$ cat src/rtl/core/sdt_pkg.sv
// Package for the 1D squared distance transform.
// Types, sizes and command/status structs shared by controller and datapath.
package sdt_pkg;

	localparam int LINE_MAX = 64;
	localparam int IDX_W    = 6;
	localparam int BND_W    = 7;
	localparam int COST_W   = 40;
	localparam int S2_W     = 32;
	localparam int SQ_W     = 12;
	localparam int PROD_W   = 44;
	localparam int LIFT_W   = 50;
	localparam int DEN_W    = 38;
	localparam logic [IDX_W-1:0] LAST_IDX = IDX_W'(LINE_MAX - 1);
	localparam logic [S2_W-1:0]  S2_RESET = 32'd65536;

	typedef enum logic [3:0] {
		ST_LOAD, ST_B_RD, ST_B_MUL, ST_B_LIFT, ST_B_SEP, ST_B_DIV, ST_B_INC,
		ST_B_CMP, ST_E_RD, ST_E_CHK, ST_E_ORG, ST_E_MUL, ST_E_OUT
	} state_t;

	typedef enum logic [3:0] {
		OP_NONE, OP_LOAD, OP_BRD, OP_BMUL, OP_BLIFT, OP_BFIRST, OP_BSEP,
		OP_BDIV, OP_BINC, OP_BPOP, OP_BPUSH, OP_EREAD, OP_ECOST, OP_EOUT,
		OP_EFLAG
	} op_t;

	typedef struct packed {
		op_t              op;
		logic [IDX_W-1:0] addr;
		logic [IDX_W-1:0] q;
		logic [2:0]       shamt;
		logic             last;
	} cmd_t;

	typedef struct packed {
		logic seeded;
		logic lift_le;
		logic div_ge;
		logic b_le;
		logic bnd_le_q;
		logic out_busy;
	} sts_t;

endpackage

$ cat src/rtl/core/sdt_ctrl.sv
// Controller: sequences loading, envelope build and emission.
// Depends on sdt_pkg.
module sdt_ctrl (
	input  logic          clk,
	input  logic          arst_n,
	input  logic          s_tvalid,
	input  logic          s_tlast,
	input  sdt_pkg::sts_t sts,
	output logic          s_tready,
	output sdt_pkg::cmd_t cmd
);

	sdt_pkg::state_t state_q, state_d;
	logic [sdt_pkg::IDX_W-1:0] cnt_q, cnt_d;
	logic [sdt_pkg::IDX_W-1:0] last_q, last_d;
	logic [sdt_pkg::IDX_W-1:0] q_q, q_d;
	logic [sdt_pkg::IDX_W-1:0] k_q, k_d;
	logic [sdt_pkg::IDX_W-1:0] top_q, top_d;
	logic [2:0]                sh_q, sh_d;
	logic                      any_q, any_d;

	always_ff @(posedge clk or negedge arst_n) begin
		if (!arst_n) begin
			state_q <= sdt_pkg::ST_LOAD;
			cnt_q   <= '0;
			last_q  <= '0;
			q_q     <= '0;
			k_q     <= '0;
			top_q   <= '0;
			sh_q    <= '0;
			any_q   <= 1'b0;
		end else begin
			state_q <= state_d;
			cnt_q   <= cnt_d;
			last_q  <= last_d;
			q_q     <= q_d;
			k_q     <= k_d;
			top_q   <= top_d;
			sh_q    <= sh_d;
			any_q   <= any_d;
		end
	end

	// next state and commands
	always_comb begin
		state_d   = state_q;
		cnt_d     = cnt_q;
		last_d    = last_q;
		q_d       = q_q;
		k_d       = k_q;
		top_d     = top_q;
		sh_d      = sh_q;
		any_d     = any_q;
		s_tready  = 1'b0;
		cmd.op    = sdt_pkg::OP_NONE;
		cmd.addr  = '0;
		cmd.q     = q_q;
		cmd.shamt = sh_q;
		cmd.last  = (q_q == last_q);

		case (state_q)
			sdt_pkg::ST_LOAD: begin
				s_tready = 1'b1;
				cmd.addr = cnt_q;
				if (s_tvalid) begin
					cmd.op = sdt_pkg::OP_LOAD;
					if (s_tlast || cnt_q == sdt_pkg::LAST_IDX) begin
						last_d  = cnt_q;
						cnt_d   = '0;
						q_d     = '0;
						any_d   = 1'b0;
						top_d   = '0;
						state_d = sdt_pkg::ST_B_RD;
					end else begin
						cnt_d = cnt_q + 1'b1;
					end
				end
			end
			sdt_pkg::ST_B_RD: begin
				cmd.op   = sdt_pkg::OP_BRD;
				cmd.addr = q_q;
				state_d  = sdt_pkg::ST_B_MUL;
			end
			sdt_pkg::ST_B_MUL: begin
				cmd.op  = sdt_pkg::OP_BMUL;
				state_d = sdt_pkg::ST_B_LIFT;
			end
			sdt_pkg::ST_B_LIFT: begin
				if (sts.seeded && any_q) begin
					cmd.op   = sdt_pkg::OP_BLIFT;
					cmd.addr = top_q;
					state_d  = sdt_pkg::ST_B_SEP;
				end else begin
					if (sts.seeded) begin
						cmd.op = sdt_pkg::OP_BFIRST;
						any_d  = 1'b1;
						top_d  = '0;
					end
					if (q_q == last_q) begin
						q_d     = '0;
						k_d     = '0;
						state_d = sdt_pkg::ST_E_RD;
					end else begin
						q_d     = q_q + 1'b1;
						state_d = sdt_pkg::ST_B_RD;
					end
				end
			end
			sdt_pkg::ST_B_SEP: begin
				cmd.op = sdt_pkg::OP_BSEP;
				sh_d   = 3'd6;
				state_d = sts.lift_le ? sdt_pkg::ST_B_CMP : sdt_pkg::ST_B_DIV;
			end
			sdt_pkg::ST_B_DIV: begin
				cmd.op = sdt_pkg::OP_BDIV;
				if (sh_q == 3'd6 && sts.div_ge) begin
					state_d = sdt_pkg::ST_B_CMP;
				end else if (sh_q == 3'd0) begin
					state_d = sdt_pkg::ST_B_INC;
				end else begin
					sh_d = sh_q - 1'b1;
				end
			end
			sdt_pkg::ST_B_INC: begin
				cmd.op  = sdt_pkg::OP_BINC;
				state_d = sdt_pkg::ST_B_CMP;
			end
			sdt_pkg::ST_B_CMP: begin
				if (top_q != '0 && sts.b_le) begin
					cmd.op   = sdt_pkg::OP_BPOP;
					cmd.addr = top_q - 1'b1;
					top_d    = top_q - 1'b1;
					state_d  = sdt_pkg::ST_B_SEP;
				end else begin
					cmd.op   = sdt_pkg::OP_BPUSH;
					cmd.addr = top_q + 1'b1;
					top_d    = top_q + 1'b1;
					if (q_q == last_q) begin
						q_d     = '0;
						k_d     = '0;
						state_d = sdt_pkg::ST_E_RD;
					end else begin
						q_d     = q_q + 1'b1;
						state_d = sdt_pkg::ST_B_RD;
					end
				end
			end
			sdt_pkg::ST_E_RD: begin
				if (!any_q) begin
					state_d = sdt_pkg::ST_E_OUT;
				end else if (k_q < top_q) begin
					cmd.op   = sdt_pkg::OP_EREAD;
					cmd.addr = k_q + 1'b1;
					state_d  = sdt_pkg::ST_E_CHK;
				end else begin
					cmd.op   = sdt_pkg::OP_EREAD;
					cmd.addr = k_q;
					state_d  = sdt_pkg::ST_E_ORG;
				end
			end
			sdt_pkg::ST_E_CHK: begin
				// advance through boundaries already passed
				cmd.op = sdt_pkg::OP_EREAD;
				if (sts.bnd_le_q) begin
					k_d = k_q + 1'b1;
					if (k_q + 1'b1 < top_q) begin
						cmd.addr = k_q + 2'd2;
					end else begin
						cmd.addr = k_q + 1'b1;
						state_d  = sdt_pkg::ST_E_ORG;
					end
				end else begin
					cmd.addr = k_q;
					state_d  = sdt_pkg::ST_E_ORG;
				end
			end
			sdt_pkg::ST_E_ORG: begin
				cmd.op  = sdt_pkg::OP_ECOST;
				state_d = sdt_pkg::ST_E_MUL;
			end
			sdt_pkg::ST_E_MUL: begin
				cmd.op  = sdt_pkg::OP_BMUL;
				state_d = sdt_pkg::ST_E_OUT;
			end
			sdt_pkg::ST_E_OUT: begin
				if (!sts.out_busy) begin
					cmd.op = any_q ? sdt_pkg::OP_EOUT : sdt_pkg::OP_EFLAG;
					if (q_q == last_q) begin
						state_d = sdt_pkg::ST_LOAD;
					end else begin
						q_d     = q_q + 1'b1;
						state_d = sdt_pkg::ST_E_RD;
					end
				end
			end
			default: begin
				state_d = sdt_pkg::ST_LOAD;
			end
		endcase
	end

endmodule

$ cat config.mk
export PLATFORM = sky130hd
export DESIGN_NAME = sdt_ctrl
export DESIGN_NICKNAME = d
export VERILOG_FILES = /design/src/rtl/core/sdt_pkg.sv /design/src/rtl/core/sdt_ctrl.sv
export SDC_FILE = /design/constraint.sdc
export NUM_CORES = 1
export LEC_CHECK = 0
export BUFFER_PORTS_ARGS = -buffer_cell sky130_fd_sc_hd__buf_2
export CAP_MARGIN = 10
export CORE_MARGIN = 1
export CORE_UTILIZATION = 45
export CTS_CLUSTER_SIZE = 28
export DETAILED_ROUTE_END_ITERATION = 10
export PLACE_DENSITY = 0.66
export SLEW_MARGIN = 20
export SYNTH_ARGS = -nofsm -noshare
export SYNTH_HDL_FRONTEND = slang
export SYNTH_SLANG_ARGS = --single-unit
$ cat constraint.sdc
create_clock -name clk -period 3.4 [get_ports clk]
set_input_delay 0.68 -clock clk [delete_from_list [all_inputs] [get_ports clk]]
set_output_delay 0.68 -clock clk [all_outputs]
set_load 0.005 [all_outputs]
==> metrics <==
status finished with violations; failing checks setup timing; Fin. Hold Viols 0; Main synth FF type dfrtp_1; Worst path top cell family by delay simple AND/OR/NAND/NOR gates; VDD IR max 0.388 mV; Mapped Area between 3000 and 4000 um^2; Worst EP required about 2700 ps; Final GP Congestion between 0.9 and 1; GR Overflow Total 0; share of layout cells above drive strength 1 23.4%; #FFs+latches synth 38; Hold WS between 400 and 500 ps; # port buffers 30; CP Capture Type output pin; Cells after Synth 391; max_cap viols 0; final net count 473; Clock Skew 7.37 ps; kind of critical path reg2out; ys async rst share between 90% and 100%; Synth area leaders dfrtp_1 29%, ha_1 7.6%, xnor2_1 4.8%; cell taking the most area after synthesis dfrtp_1; Remaining DRCs 0; max_slew headroom 42.3%; first-pass GRT wire length 15100 um; Synth Area per Inst 8.40 um^2; diodes inserted 0; Tightest Pin Transition a little under 900 ps; routed vias/inst 5.86; max incr delay on CP 400 ps; # rows 30; Multi-input gate area about 2200 um^2; ANT nets after route 0; total track usage 25.7%; Layout fillers 670; placed inst area between 3000 and 4000 um^2; DR WL/cell around 17 um; Design Area, Final 3900 um^2; hold buffer count at cts 0; Final HPWL DP 6710 um; largest net degree at the start of global routing 39; most frequent cells in the layout 38 x dfrtp_1, 35 x nor2_1, 35 x buf_4; Cell variety after synth 68; fin cells 540; worst path bufs/invs 3; CP Max Fanout 5; CTS root buffer clkbuf_8; Hold Crit Class in2async; Clock transition at path regs approximately 90 ps; Starting DRT DRC Count 470; P&R area growth vs syn 18.8%; WL final 9310 um; final setup violation count 5; max-slew violation count 0; pwr dens 764 nW/um^2; crit-path cells buf_4, ha_4, nand3_1, xnor2_1, ha_1, o21a_1, nor2_1, a21oi_2, buf_6, mux2i_1, a21oi_1, or3_1, buf_2; minimum clock period 3560 ps; sequential area share after synthesis roughly 29%; Initial Util 47.6%; RSZ-0062 raised after global routing yes; Clock Sinks 38; EDFF count, synth 0; DRT Pass-1 Iters 5; Core Util, Final 56.5%; Worst path slowest cell dfrtp_1; Fmax 0.281 GHz; Die Y a little under 90 um; worst endpoint data arrival time ~2900 ps; I/O Pins 31; Num CTS Buffers 5; H-tree depth 2; startpoint types flip-flop; via count about 3200; Reg area 951 um^2; worst skew pair latency about 300 ps; full die area roughly 7600 um^2; Leakage 0.00179 uW; Core ar. 6910 um^2; CTS tree built; die width 87.5 um; initial antenna violation count 0; Synth Warn # 0; Post-Synthesis Net Count around 420; Final WS setup -156 ps; period utilisation layout 105%; # placed instances 518; maximum clock path buffer count 2; vias in the first global route 3021; most common library cell in the layout ignoring fill and taps dfrtp_1; DP Worst Slack between 3 and 4 ps; top-area cell type share of the netlist area 28.9%
[cell type report]
cell class	count	area share, %
repair buffers	67	11.2
multi-input cells	314	57.3
clock inverters	2	0.321
flip-flops and latches	38	24.4
inverters	17	1.63
well taps	96	3.08
clock buffers	6	2.12
[Yosys cell counts, types with 4 or more instances]
master / n
a211oi_1: 6
a21o_1: 12
a21oi_1: 23
a221oi_1: 4
a31oi_1: 4
and3_1: 7
buf_2: 8
clkbuf_1: 11
dfrtp_1: 38
ha_1: 20
inv_1: 16
mux2_2: 6
mux2i_1: 13
nand2_1: 34
nand2b_1: 7
nand3_1: 16
nand4_1: 5
nor2_1: 36
nor2b_1: 8
nor3_1: 6
o21ai_0: 21
xnor2_1: 18
xor2_1: 5
[cell families (layout without fill, tap and decap cells)]
logic type      Yosys count  count (layout)  synth area share [%]
compound gates          112             112                  24.8
xor+xnor                 23              23                  6.13
fa+ha+maj                20              20                  7.62
buf+inv                  39              92                  4.99
flops                    38              38                  28.9
mux                      19              19                  6.02
simple gates            140             140                  21.5
[per-layer routing]
layer  global-route usage, %  vias up  part of all wire (%)
li1                        -     1520                     -
met1                    34.9     1473                    45
met2                    41.2      146                    47
met3                    4.17       28                   5.3
met4                    9.69        0                   2.9
met5                       0        -                     0
[power by group]
part | internal, uW | switching [uW] | leakage, uW
clock | 163 | 173 | 0.0000472
combinational | 843 | 1110 | 0.00124
sequential | 563 | 125 | 0.000502
[flip-flops by register name (all words and copies together) (netlist names)]
register,count
top_q,6
sh_q,3
any_q,1
q_q,6
cnt_q,6
state_q,4
k_q,6
last_q,6
[per-stage QoR]
step                      power, uW  setup TNS, ps
final                          2980           -523
after detailed placement       2450              0
after global routing           3200          -1220
after CTS                      2910           -151
after global placement         2420              0
after floorplan                1900              0
[path summary, 6_finish.rpt]
kind                                            start  depth (start not counted)  slack, ps                     end
min in group clk                last_q[3]$_DFFE_PN0P_                          1        540   last_q[3]$_DFFE_PN0P_
max in group asynchronous                      arst_n                          1       2360  state_q[0]$_DFFE_PN0P_
worst max register to register     k_q[1]$_DFFE_PN0P_                         13        640  state_q[1]$_DFFE_PN0P_
worst min-delay path                           arst_n                          1        490      k_q[1]$_DFFE_PN0P_
worst min register to register  last_q[3]$_DFFE_PN0P_                          1        540   last_q[3]$_DFFE_PN0P_
worst max-delay path               k_q[1]$_DFFE_PN0P_                         13       -160                 cmd[11]
[what timing repair did]
action	in CTS	in global routing
setup buffers	11	3
gates cloned	1	0
pin swaps	6	6
gates resized for setup	8	9
endpoints found under the setup margin	6	6
No activity file was read; power rests on OpenSTA's default activity.
